$ cat src/ttsc_pkg.sv
// Shared constants, codes and control structs for the threshold-triggered capture block.
`timescale 1ns / 1ps
package ttsc_pkg;

  localparam int unsigned Depth     = 64;
  localparam int unsigned AddrW     = (Depth > 1) ? $clog2(Depth) : 1;
  localparam int unsigned SampleW   = 8;
  localparam int unsigned KindW     = 2;
  localparam int unsigned CfgIdxW   = 1;
  localparam int unsigned CfgDataW  = 8;

  localparam logic [SampleW-1:0] TriggerLevelRst = SampleW'(50);

  // register indexes
  localparam logic [CfgIdxW-1:0] RegTriggerLevel = 1'b0;
  localparam logic [CfgIdxW-1:0] RegFreeRunning  = 1'b1;

  // input item kinds
  localparam logic InSample = 1'b0;
  localparam logic InRead   = 1'b1;

  // result kinds
  localparam logic [KindW-1:0] KindLive   = 2'd0;
  localparam logic [KindW-1:0] KindStored = 2'd1;
  localparam logic [KindW-1:0] KindNone   = 2'd2;

  typedef struct packed {
    logic             load_live;
    logic             load_stored;
    logic             load_none;
    logic             last;
    logic             wr_en;
    logic [AddrW-1:0] wr_addr;
    logic             rd_en;
    logic [AddrW-1:0] rd_addr;
  } ctrl_cmd_t;

  typedef struct packed {
    logic slot_free;
    logic above_level;
    logic free_running;
  } dp_stat_t;

endpackage

$ cat src/threshold_triggered_sample_capture_top.sv
// Top level of the threshold-triggered sample capture buffer.
//
//   channel  direction  handshake                 payload
//   in       input      in_valid_i / in_stall_o   kind_i, sample_value_i
//   out      output     out_valid_o / out_stall_i result_kind_o, value_o, last_o
//   cfg      input      cfg_we_i                  cfg_idx_i, cfg_data_i
//
// Samples can enter every cycle while in_stall_o is low.
// A read of a full buffer walks the store with one RAM read port, one entry per
// cycle while the output is not stalled, behind the RAM's registered read data.
// Reset initialises control state, out_valid and the config registers only; the store has no clearing pass.
// A stalled, full output register stalls the input; a readout pauses in place.
`timescale 1ns / 1ps
module threshold_triggered_sample_capture_top (
  input  logic                          clk_i,
  input  logic                          rst_ni,
  input  logic                          cfg_we_i,
  input  logic [ttsc_pkg::CfgIdxW-1:0]  cfg_idx_i,
  input  logic [ttsc_pkg::CfgDataW-1:0] cfg_data_i,
  input  logic                          in_valid_i,
  output logic                          in_stall_o,
  input  logic                          kind_i,
  input  logic [ttsc_pkg::SampleW-1:0]  sample_value_i,
  output logic                          out_valid_o,
  input  logic                          out_stall_i,
  output logic [ttsc_pkg::KindW-1:0]    result_kind_o,
  output logic [ttsc_pkg::SampleW-1:0]  value_o,
  output logic                          last_o
);

  ttsc_pkg::ctrl_cmd_t cmd;
  ttsc_pkg::dp_stat_t  stat;

  ttsc_ctrl u_ctrl (
    .clk_i     (clk_i),
    .rst_ni    (rst_ni),
    .in_valid_i(in_valid_i),
    .in_stall_o(in_stall_o),
    .kind_i    (kind_i),
    .stat_i    (stat),
    .cmd_o     (cmd)
  );

  ttsc_dp u_dp (
    .clk_i         (clk_i),
    .rst_ni        (rst_ni),
    .cfg_we_i      (cfg_we_i),
    .cfg_idx_i     (cfg_idx_i),
    .cfg_data_i    (cfg_data_i),
    .sample_value_i(sample_value_i),
    .cmd_i         (cmd),
    .stat_o        (stat),
    .out_valid_o   (out_valid_o),
    .out_stall_i   (out_stall_i),
    .result_kind_o (result_kind_o),
    .value_o       (value_o),
    .last_o        (last_o)
  );

endmodule

$ cat src/ttsc_ram.sv
// Generic single-write, single-read RAM with registered read data.
`timescale 1ns / 1ps
module ttsc_ram #(
  parameter int unsigned Width = 8,
  parameter int unsigned Depth = 64,
  localparam int unsigned AddrW = (Depth > 1) ? $clog2(Depth) : 1
) (
  input  logic             clk_i,
  input  logic             we_i,
  input  logic [AddrW-1:0] waddr_i,
  input  logic [Width-1:0] wdata_i,
  input  logic             re_i,
  input  logic [AddrW-1:0] raddr_i,
  output logic [Width-1:0] rdata_o
);

  logic [Width-1:0] mem [Depth];
  logic [Width-1:0] rdata_q;

  always_ff @(posedge clk_i) begin
    if (we_i) begin
      mem[waddr_i] <= wdata_i;
    end
    if (re_i) begin
      rdata_q <= mem[raddr_i];
    end
  end

  assign rdata_o = rdata_q;

endmodule

$ cat src/ttsc_dp.sv
// Datapath: configuration registers, threshold compare, capture RAM and output register.
`timescale 1ns / 1ps
module ttsc_dp (
  input  logic                             clk_i,
  input  logic                             rst_ni,
  input  logic                             cfg_we_i,
  input  logic [ttsc_pkg::CfgIdxW-1:0]     cfg_idx_i,
  input  logic [ttsc_pkg::CfgDataW-1:0]    cfg_data_i,
  input  logic [ttsc_pkg::SampleW-1:0]     sample_value_i,
  input  ttsc_pkg::ctrl_cmd_t              cmd_i,
  output ttsc_pkg::dp_stat_t               stat_o,
  output logic                             out_valid_o,
  input  logic                             out_stall_i,
  output logic [ttsc_pkg::KindW-1:0]       result_kind_o,
  output logic [ttsc_pkg::SampleW-1:0]     value_o,
  output logic                             last_o
);

  logic [ttsc_pkg::SampleW-1:0] trig_q;
  logic                         free_q;
  logic                         out_valid_q, out_valid_d;
  logic [ttsc_pkg::KindW-1:0]   kind_q, kind_d;
  logic [ttsc_pkg::SampleW-1:0] val_q, val_d;
  logic                         last_q, last_d;
  logic [ttsc_pkg::SampleW-1:0] rd_data;
  logic                         load;

  always_ff @(posedge clk_i or negedge rst_ni) begin
    if (!rst_ni) begin
      trig_q <= ttsc_pkg::TriggerLevelRst;
      free_q <= 1'b0;
    end else if (cfg_we_i) begin
      unique case (cfg_idx_i)
        ttsc_pkg::RegTriggerLevel: trig_q <= cfg_data_i[ttsc_pkg::SampleW-1:0];
        ttsc_pkg::RegFreeRunning:  free_q <= cfg_data_i[0];
        default: ;
      endcase
    end
  end

  ttsc_ram #(
    .Width(ttsc_pkg::SampleW),
    .Depth(ttsc_pkg::Depth)
  ) u_store (
    .clk_i  (clk_i),
    .we_i   (cmd_i.wr_en),
    .waddr_i(cmd_i.wr_addr),
    .wdata_i(sample_value_i),
    .re_i   (cmd_i.rd_en),
    .raddr_i(cmd_i.rd_addr),
    .rdata_o(rd_data)
  );

  assign load = cmd_i.load_live | cmd_i.load_stored | cmd_i.load_none;

  always_comb begin
    kind_d = kind_q;
    val_d  = val_q;
    last_d = last_q;
    priority if (cmd_i.load_live) begin
      kind_d = ttsc_pkg::KindLive;
      val_d  = sample_value_i;
      last_d = 1'b1;
    end else if (cmd_i.load_stored) begin
      kind_d = ttsc_pkg::KindStored;
      val_d  = rd_data;
      last_d = cmd_i.last;
    end else if (cmd_i.load_none) begin
      kind_d = ttsc_pkg::KindNone;
      val_d  = '0;
      last_d = 1'b1;
    end else begin
      // no new item: the held one stays
    end
    if (load) begin
      out_valid_d = 1'b1;
    end else if (!out_stall_i) begin
      out_valid_d = 1'b0;
    end else begin
      out_valid_d = out_valid_q;
    end
  end

  always_ff @(posedge clk_i or negedge rst_ni) begin
    if (!rst_ni) begin
      out_valid_q <= 1'b0;
    end else begin
      out_valid_q <= out_valid_d;
    end
  end

  always_ff @(posedge clk_i) begin
    kind_q <= kind_d;
    val_q  <= val_d;
    last_q <= last_d;
  end

  assign stat_o.slot_free    = !out_valid_q || !out_stall_i;
  assign stat_o.above_level  = sample_value_i > trig_q;
  assign stat_o.free_running = free_q;

  assign out_valid_o   = out_valid_q;
  assign result_kind_o = kind_q;
  assign value_o       = val_q;
  assign last_o        = last_q;

endmodule

$ cat src/ttsc_ctrl.sv
// Controller: capture/hold state, fill and readout counters, input handshake.
`timescale 1ns / 1ps
module ttsc_ctrl (
  input  logic                clk_i,
  input  logic                rst_ni,
  input  logic                in_valid_i,
  output logic                in_stall_o,
  input  logic                kind_i,
  input  ttsc_pkg::dp_stat_t  stat_i,
  output ttsc_pkg::ctrl_cmd_t cmd_o
);

  localparam logic StIdle = 1'b0;
  localparam logic StRead = 1'b1;
  localparam logic [ttsc_pkg::AddrW-1:0] LastIdx = ttsc_pkg::AddrW'(ttsc_pkg::Depth - 1);

  logic                       state_q, state_d;
  logic                       capturing_q, capturing_d;
  logic                       holding_q, holding_d;
  logic [ttsc_pkg::AddrW-1:0] fill_q, fill_d;
  logic [ttsc_pkg::AddrW-1:0] rd_idx_q, rd_idx_d;
  logic                       accept;

  assign in_stall_o = (state_q == StRead) || !stat_i.slot_free;
  assign accept     = in_valid_i && !in_stall_o;

  always_comb begin
    state_d     = state_q;
    capturing_d = capturing_q;
    holding_d   = holding_q;
    fill_d      = fill_q;
    rd_idx_d    = rd_idx_q;
    cmd_o       = '0;
    cmd_o.wr_addr = fill_q;
    unique case (state_q)
      StIdle: begin
        if (accept) begin
          if (kind_i == ttsc_pkg::InSample) begin
            priority if (capturing_q) begin
              cmd_o.wr_en = 1'b1;
              if (fill_q == LastIdx) begin
                capturing_d = 1'b0;
                holding_d   = 1'b1;
                fill_d      = '0;
              end else begin
                fill_d = fill_q + 1'b1;
              end
            end else if (stat_i.free_running) begin
              cmd_o.load_live = 1'b1;
            end else if (!holding_q && stat_i.above_level) begin
              capturing_d = 1'b1;
              fill_d      = '0;
            end else begin
              // at or below the level, or results held: dropped
            end
          end else begin
            // a read during a capture answers no-results; capture goes on
            if (!capturing_q && holding_q) begin
              holding_d     = 1'b0;
              cmd_o.rd_en   = 1'b1;
              cmd_o.rd_addr = '0;
              rd_idx_d      = '0;
              state_d       = StRead;
            end else begin
              cmd_o.load_none = 1'b1;
            end
          end
        end
      end
      StRead: begin
        // RAM data for rd_idx_q sits in its read register; held while stalled
        if (stat_i.slot_free) begin
          cmd_o.load_stored = 1'b1;
          cmd_o.last        = (rd_idx_q == LastIdx);
          if (rd_idx_q == LastIdx) begin
            state_d = StIdle;
          end else begin
            cmd_o.rd_en   = 1'b1;
            cmd_o.rd_addr = rd_idx_q + 1'b1;
            rd_idx_d      = rd_idx_q + 1'b1;
          end
        end
      end
      default: state_d = StIdle;
    endcase
  end

  always_ff @(posedge clk_i or negedge rst_ni) begin
    if (!rst_ni) begin
      state_q     <= StIdle;
      capturing_q <= 1'b0;
      holding_q   <= 1'b0;
      fill_q      <= '0;
      rd_idx_q    <= '0;
    end else begin
      state_q     <= state_d;
      capturing_q <= capturing_d;
      holding_q   <= holding_d;
      fill_q      <= fill_d;
      rd_idx_q    <= rd_idx_d;
    end
  end

endmodule
$ cat config.mk
export PLATFORM = sky130hd
export DESIGN_NAME = threshold_triggered_sample_capture_top
export DESIGN_NICKNAME = d
export VERILOG_FILES = /design/src/ttsc_pkg.sv /design/src/threshold_triggered_sample_capture_top.sv /design/src/ttsc_ram.sv /design/src/ttsc_dp.sv /design/src/ttsc_ctrl.sv
export SDC_FILE = /design/constraint.sdc
export NUM_CORES = 1
export LEC_CHECK = 0
export BUFFER_PORTS_ARGS = -buffer_cell sky130_fd_sc_hd__buf_2
export CAP_MARGIN = 5
export CORE_MARGIN = 10
export CORE_UTILIZATION = 55
export CTS_BUF_LIST = sky130_fd_sc_hd__clkbuf_8
export CTS_CLUSTER_DIAMETER = 80
export DETAILED_ROUTE_END_ITERATION = 12
export PLACE_DENSITY = 0.77
export SYNTH_ARGS = -nofsm -noshare
export SYNTH_HDL_FRONTEND = slang
export SYNTH_HIERARCHICAL = 1
export SYNTH_SLANG_ARGS = --single-unit
export TNS_END_PERCENT = 20
$ cat constraint.sdc
create_clock -name clk_i -period 5.37 [get_ports clk_i]
set_input_delay 1.611 -clock clk_i [delete_from_list [all_inputs] [get_ports clk_i]]
set_output_delay 1.611 -clock clk_i [all_outputs]
set_load 0.01 [all_outputs]
==> flow_summary.ini, run 1 <==
[clock_tree]
cts-root-buf = clkbuf_8
cts_hold_buffers = 0
cts_setup_buffers = 0
cts_resized = 0
cts_tree = built
numCtsBuffers = 83
h-tree-depth = 3
cts_buffer_depth = 3
path_clk_slew_ns = 0.06
clock_sinks = 556
clkLatencyLatePin_ns = 0.62

[logic_synthesis]
syn_area_sq_um = 22100
synthArstFlopShare_pct = 4.50
synth.top_cells.by_area = edfxtp_1 72%, mux4_2 13%, dfrtp_1 2.5%
synthesis.instances = 1123
seq_area_frac_synth_pct = 74.7
synth_cell_types = 70
ys_ff_latch = 556
yosysWarningCount = 6
synth_most_common_cell = edfxtp_1
yosys.area.top_type_share_pct = 71.6
synth_area_per_cell_sq_um = 19.7
ys.flop_type = edfxtp_1
synth_top_area_cell = edfxtp_1
synth_nets = 1156
ys_top_cells_by_count = 528 x edfxtp_1, 126 x mux4_2, 92 x nor2_1
synth_edf_count = 528

[route]
vias = 11512
drt-pass1-iter-count = 5
antenna_left = 0
wl_per_cell_microns = 26.7
wirelength_microns = 49200
route.detailed.drc = 0
via_per_inst = 6.26
drtIter0Drc = 1207

[critical_path]
path_class = in -> reg
reg2reg_slack_ns = 1.55
cp_slowest_cell = mux4_2
max_stage_delay_ns = 0.54
endpoint = u_dp/u_store/rdata_o[6]$_DFFE_PP_
critPathLaunch = out_stall_i
critPathRequiredTime_ns = 5.70
r2r_end = u_dp/u_store/rdata_o[6]$_DFFE_PP_
r2r-start = u_dp/out_valid_o$_DFFE_PN0P_
cp-start-kind = input pin
cp.arrival_ns = 4.85
end_kind = flip-flop
crit_chain = buf_2, nand2_1, nand2_1, inv_1, o21ai_2, nor2_4, buf_12, mux4_2, mux4_2, nor2_1, o32ai_1
r2r_cells = 10
path_max_fanout = 23

[finish]
drive_gt1_share_pct = 27.8
nNetsFinal = 1286
antenna_cells = 0
layout.cells.non_filler = 1839
fin_util_pct = 62.2
syn_to_final_growth_pct = 11.5
nFillCells = 2696

[die]
die_w_microns = 221
rows = 73
start_util_pct = 55.7
core_area_sq_um = 39700
die_height_microns = 221
pin_count = 36
die_area_sq_um = 48700

[global_route]
antenna_found_initial = 0
grt_start_max_net_pins = 66
overflow = 0
grt_usage_pct = 20.5
grt_pass1_wl_microns = 73600
grt_pass1_vias = 11534

[timing]
final_min_period_over_clock_period_pct = 84.3
fin_hold_ws_ns = 0.526
tightest_slew_ns = 0.990
timing.slew.headroom_pct = 33.8
finalClockSkew_ns = 0.0283
setup_viol = 0
max_freq_mhz = 221
drv_slew = 0
rsz0062_at_grt = false
min_period_ns = 4.53
tns_ns = 0
final-hold-violation-count = 0

[run_status]
status = finished clean

[placement]
numPortBuffers = 35
gp_congestion = 0.860
place_inst = 1693
dp_hpwl_microns = 31100

[power]
ir_drop_mv = 0.164
p_per_area_nw_per_um2 = 366
power_leakage_uw = 0.00787

[job]
drv_cap = 0

[worst_hold_path]
hold_path.class = reg -> reg
sequential cells by signal (all words and copies together), names as in the netlist, 2 cells and up:
name	cells
u_dp/u_store/rdata_o	8
u_dp/value_o	8
u_dp/trig_q	8
u_dp/u_store/mem	512
u_ctrl/rd_idx_q	6
u_ctrl/fill_q	6
u_dp/result_kind_o	2
cell type report:
type / instances / area, sq um / share of cell area (%)
flip-flops and latches: 556 / 16500 / 67.0
multi-input cells: 496 / 5230 / 21.2
clock buffers: 86 / 1180 / 4.79
repair buffers: 101 / 746 / 3.02
well taps: 525 / 657 / 2.66
clock inverters: 60 / 280 / 1.13
inverters: 15 / 56.3 / 0.228
layout by cell type (no fill, tap or decap), types with 4 or more instances in the layout:
master / count
ha_1: 10
inv_1: 42
o221ai_1: 8
mux2_2: 15
nand2b_1: 8
buf_4: 60
edfxtp_1: 528
mux2i_1: 24
dfrtp_1: 22
buf_12: 6
nand3_1: 19
o22ai_1: 8
nand2_1: 42
nor2b_1: 16
a221oi_1: 6
o21ai_0: 18
a21oi_1: 7
nand4_1: 4
nor2_1: 88
clkbuf_8: 86
clkinv_1: 20
nor3_1: 7
clkinv_2: 8
a22o_1: 9
nand4b_1: 4
mux4_2: 126
a211oi_1: 5
buf_2: 35
through the flow:
stage	setup slack, ns	cell area, sq um	power [uW]
floorplan	1.12	22100	5720
global placement	0.344	23200	6030
detailed placement	0.215	23200	6070
CTS	0.848	24700	9100
global route	0.664	24700	9400
finish	0.845	24700	9040
cell families (layout without fill, tap and decap cells):
logic type	count (synthesis)	in the layout	share of synthesized area [%]
fa+ha+maj	10	10	0.565
compound gates	100	100	3.31
simple gates	218	218	4.80
mux	165	165	14.7
buf+inv	71	262	1.82
flops	556	556	74.7
xor+xnor	3	3	0.119
where the power goes:
part	switching [uW]	leakage, uW	total, uW	internal, uW
Combinational	546	0.00194	986	440
Clock	1530	0.000853	3060	1530
Sequential	127	0.00508	5000	4870
Total	2200	0.00787	9040	6840
critical path, delay by kind of cell:
kind,cells,cell delay [ns]
and+or+nand+nor,4,1.14
muxes,2,1.05
buffers and inverters,3,0.70
AOI/OAI and AO/OA,2,0.33
layer usage:
layer	part of all wire [%]	vias up	GRT usage (%)
li1	-	4855	-
met2	49	557	32.3
met3	8.7	80	4.27
met4	2.5	0	6.89
met1	40	6020	28.3
met5	0	-	0
worst min path at each step:
stage	start	to	cells after the start
5_1_grt	u_dp/trig_q[0]$_DFFE_PN0P_	u_dp/trig_q[0]$_DFFE_PN0P_	1
2_1_floorplan	u_dp/trig_q[1]$_DFFE_PN1P_	u_dp/trig_q[1]$_DFFE_PN1P_	2
4_1_cts	u_dp/result_kind_o[0]$_SDFFE_PP0P_	u_dp/result_kind_o[0]$_SDFFE_PP0P_	2
3_5_place_dp	u_dp/result_kind_o[0]$_SDFFE_PP0P_	u_dp/result_kind_o[0]$_SDFFE_PP0P_	2
6_report	u_dp/trig_q[0]$_DFFE_PN0P_	u_dp/trig_q[0]$_DFFE_PN0P_	1
3_3_place_gp	u_dp/result_kind_o[0]$_SDFFE_PP0P_	u_dp/result_kind_o[0]$_SDFFE_PP0P_	2
(Power assumes the default switching activity.)
==> run 2, diff against run 1 <==
- PLACE_DENSITY: 0.77 -> 0.8
- clock period: 5.37 -> 4.1 ns (I/O delays scaled with it)
==> run 2 against run 1 <==
  * Wire length increased by 2.7%
  * Hold slack got worse by 0.028 ns
  * Global-route usage increased by 0.77 points
==> flow_summary.ini, run 2 (synthesis results as in run 1) <==
[run_status]
status = finished clean

[finish]
nNetsFinal = 1346
syn_to_final_growth_pct = 14.4
mostFrequentLayoutCell = edfxtp_1
design_area_sq_um = 25300
drive_gt1_share_pct = 31.2
largest_reg_flops = 512
regMostFlops = u_dp/u_store/mem
final_cell_mix = 528 x edfxtp_1, 126 x mux4_2, 116 x buf_4, 89 x clkbuf_8, 88 x nor2_1

[die]
core_area_sq_um = 39700
rows = 73
die_area_sq_um = 48700
pin_count = 36
die_w_microns = 221
die_height_microns = 221
start_util_pct = 55.7

[timing]
max_freq_mhz = 290
finalClockSkew_ns = 0.0339
drv_slew = 0
final_min_period_over_clock_period_pct = 84.0
timing.slew.headroom_pct = 51.1
tns_ns = 0
min_period_ns = 3.44
final-hold-violation-count = 0
tightest_slew_ns = 0.733
rsz0062_at_grt = false
setup_viol = 0

[global_route]
overflow = 0
grt_busiest_layer = met2
grt_pass1_vias = 12110
grtUsageMet2_pct = 33.4
grt_usage_pct = 21.3
grtUsageMet1_pct = 28.8
grt_use_met3_pct = 4.90
grt_start_max_net_pins = 66
grt_pass1_wl_microns = 76300
antenna_found_initial = 1

[power]
ir_drop_mv = 0.219
swShare_pct = 24.2
power_leakage_uw = 0.00824
p_per_area_nw_per_um2 = 485
combPwrFrac_pct = 11.0
p_sw_uw = 2970
p_int_uw = 9310
power.share.clock_pct = 35.7
seq_power_share_pct = 53.3

[clock_tree]
numCtsBuffers = 84
path_clk_slew_ns = 0.06
clkLatencyLatePin_ns = 0.63
h-tree-depth = 3
cts_buffer_depth = 3
cts-root-buf = clkbuf_8
cts_setup_buffers = 0
cts_hold_buffers = 0
cts_resized = 0
clock_sinks = 556
cts_tree = built

[critical_path]
cp-start-kind = input pin
path_class = in -> reg
cp_slowest_cell = mux4_2
max_stage_delay_ns = 0.52
cp.arrival_ns = 3.81
r2r-start = u_ctrl/rd_idx_q[0]$_DFFE_PN0P_
path_max_fanout = 18
critPathRequiredTime_ns = 4.46
end_kind = flip-flop
crit_family = buffers and inverters
crit_chain = buf_2, nand2_1, nand2_1, inv_1, o21ai_2, nor2_4, buf_12, buf_4, mux4_2, nor2b_1, a2111oi_0, buf_4, o41ai_1
cp_num_buf_inv = 5
critPathLaunch = out_stall_i

[placement]
gp_congestion = 0.844
dp_hpwl_microns = 32100
numPortBuffers = 35
placed_cell_area_sq_um = 23700

[route]
vias = 11909
via_per_inst = 6.25
wl_per_cell_microns = 26.5
wirelength_microns = 50500
route.detailed.drc = 0
drt-pass1-iter-count = 6
drtIter0Drc = 1613
antenna_left = 0

[worst_hold_path]
hold_start = u_dp/result_kind_o[0]$_SDFFE_PP0P_
hold_path.class = reg -> reg

[job]
drv_cap = 0
run 2: power by group through the flow:
stage / clock network, uW / registers, uW / logic, uW
after floorplan: 0 / 6580 / 918
after detailed placement: 0 / 6660 / 1350
after global routing: 4740 / 6560 / 1450
after global placement: 0 / 6650 / 1300
after CTS: 4470 / 6540 / 1350
final: 4380 / 6550 / 1350
run 2: per-stage QoR:
stage | power, uW | utilization [%] | cells | hold slack (ns) | setup WS (ns)
CTS | 12400 | 63.8 | 1905 | 0.496 | 0.703
global route | 12700 | 63.8 | 1905 | 0.517 | 0.486
detailed placement | 8000 | 59.7 | 1752 | 0.480 | 0.0512
global placement | 7940 | 59.7 | 1752 | 0.471 | 0.138
floorplan | 7490 | - | 1123 | 0.476 | 0.235
finish | 12300 | 63.8 | 1906 | 0.498 | 0.655
run 2: path summary, 6_finish.rpt:
check                                                      to  depth (start not counted)  slack [ns]
min                        u_dp/result_kind_o[0]$_SDFFE_PP0P_                          2        0.50
min in group asynchronous        u_ctrl/fill_q[5]$_DFFE_PN0P_                          1        0.59
max in group asynchronous        u_ctrl/fill_q[1]$_DFFE_PN0P_                          1        3.12
max                         u_dp/u_store/rdata_o[3]$_DFFE_PP_                         13        0.66
max reg2reg                 u_dp/u_store/rdata_o[5]$_DFFE_PP_                         12        0.78
min reg2reg                u_dp/result_kind_o[0]$_SDFFE_PP0P_                          2        0.50
run 2: layout make-up:
type                            instances  area, sq um
Fill cell                            2550        14400
Multi-Input combinational cell        496         5220
Tap cell                              525          657
Clock inverter                         64          403
Antenna cell                            1         2.50
Sequential cell                       556        16500
Timing Repair Buffer                  160         1230
Inverter                               15         56.3
Clock buffer                           89         1220
run 2: worst reg2reg max path: stages, from the launching register on:
cell and delay [ns]:
dfrtp_1 0.46, ha_1 0.24, nand2_1 0.09, or2_1 0.25
and3_4 0.29, buf_12 0.22, buf_4 0.19, buf_4 0.15
nand3b_1 0.33, o221ai_1 0.46, a21oi_1 0.08, o21ai_1 0.16
o41ai_1 0.14
run 2: per-layer routing:
metal  vias up  part of all wire [%]
met3       129                    11
met5         -                     0
li1       4982                     -
met2       707                    49
met4         0                   3.3
met1      6091                    37
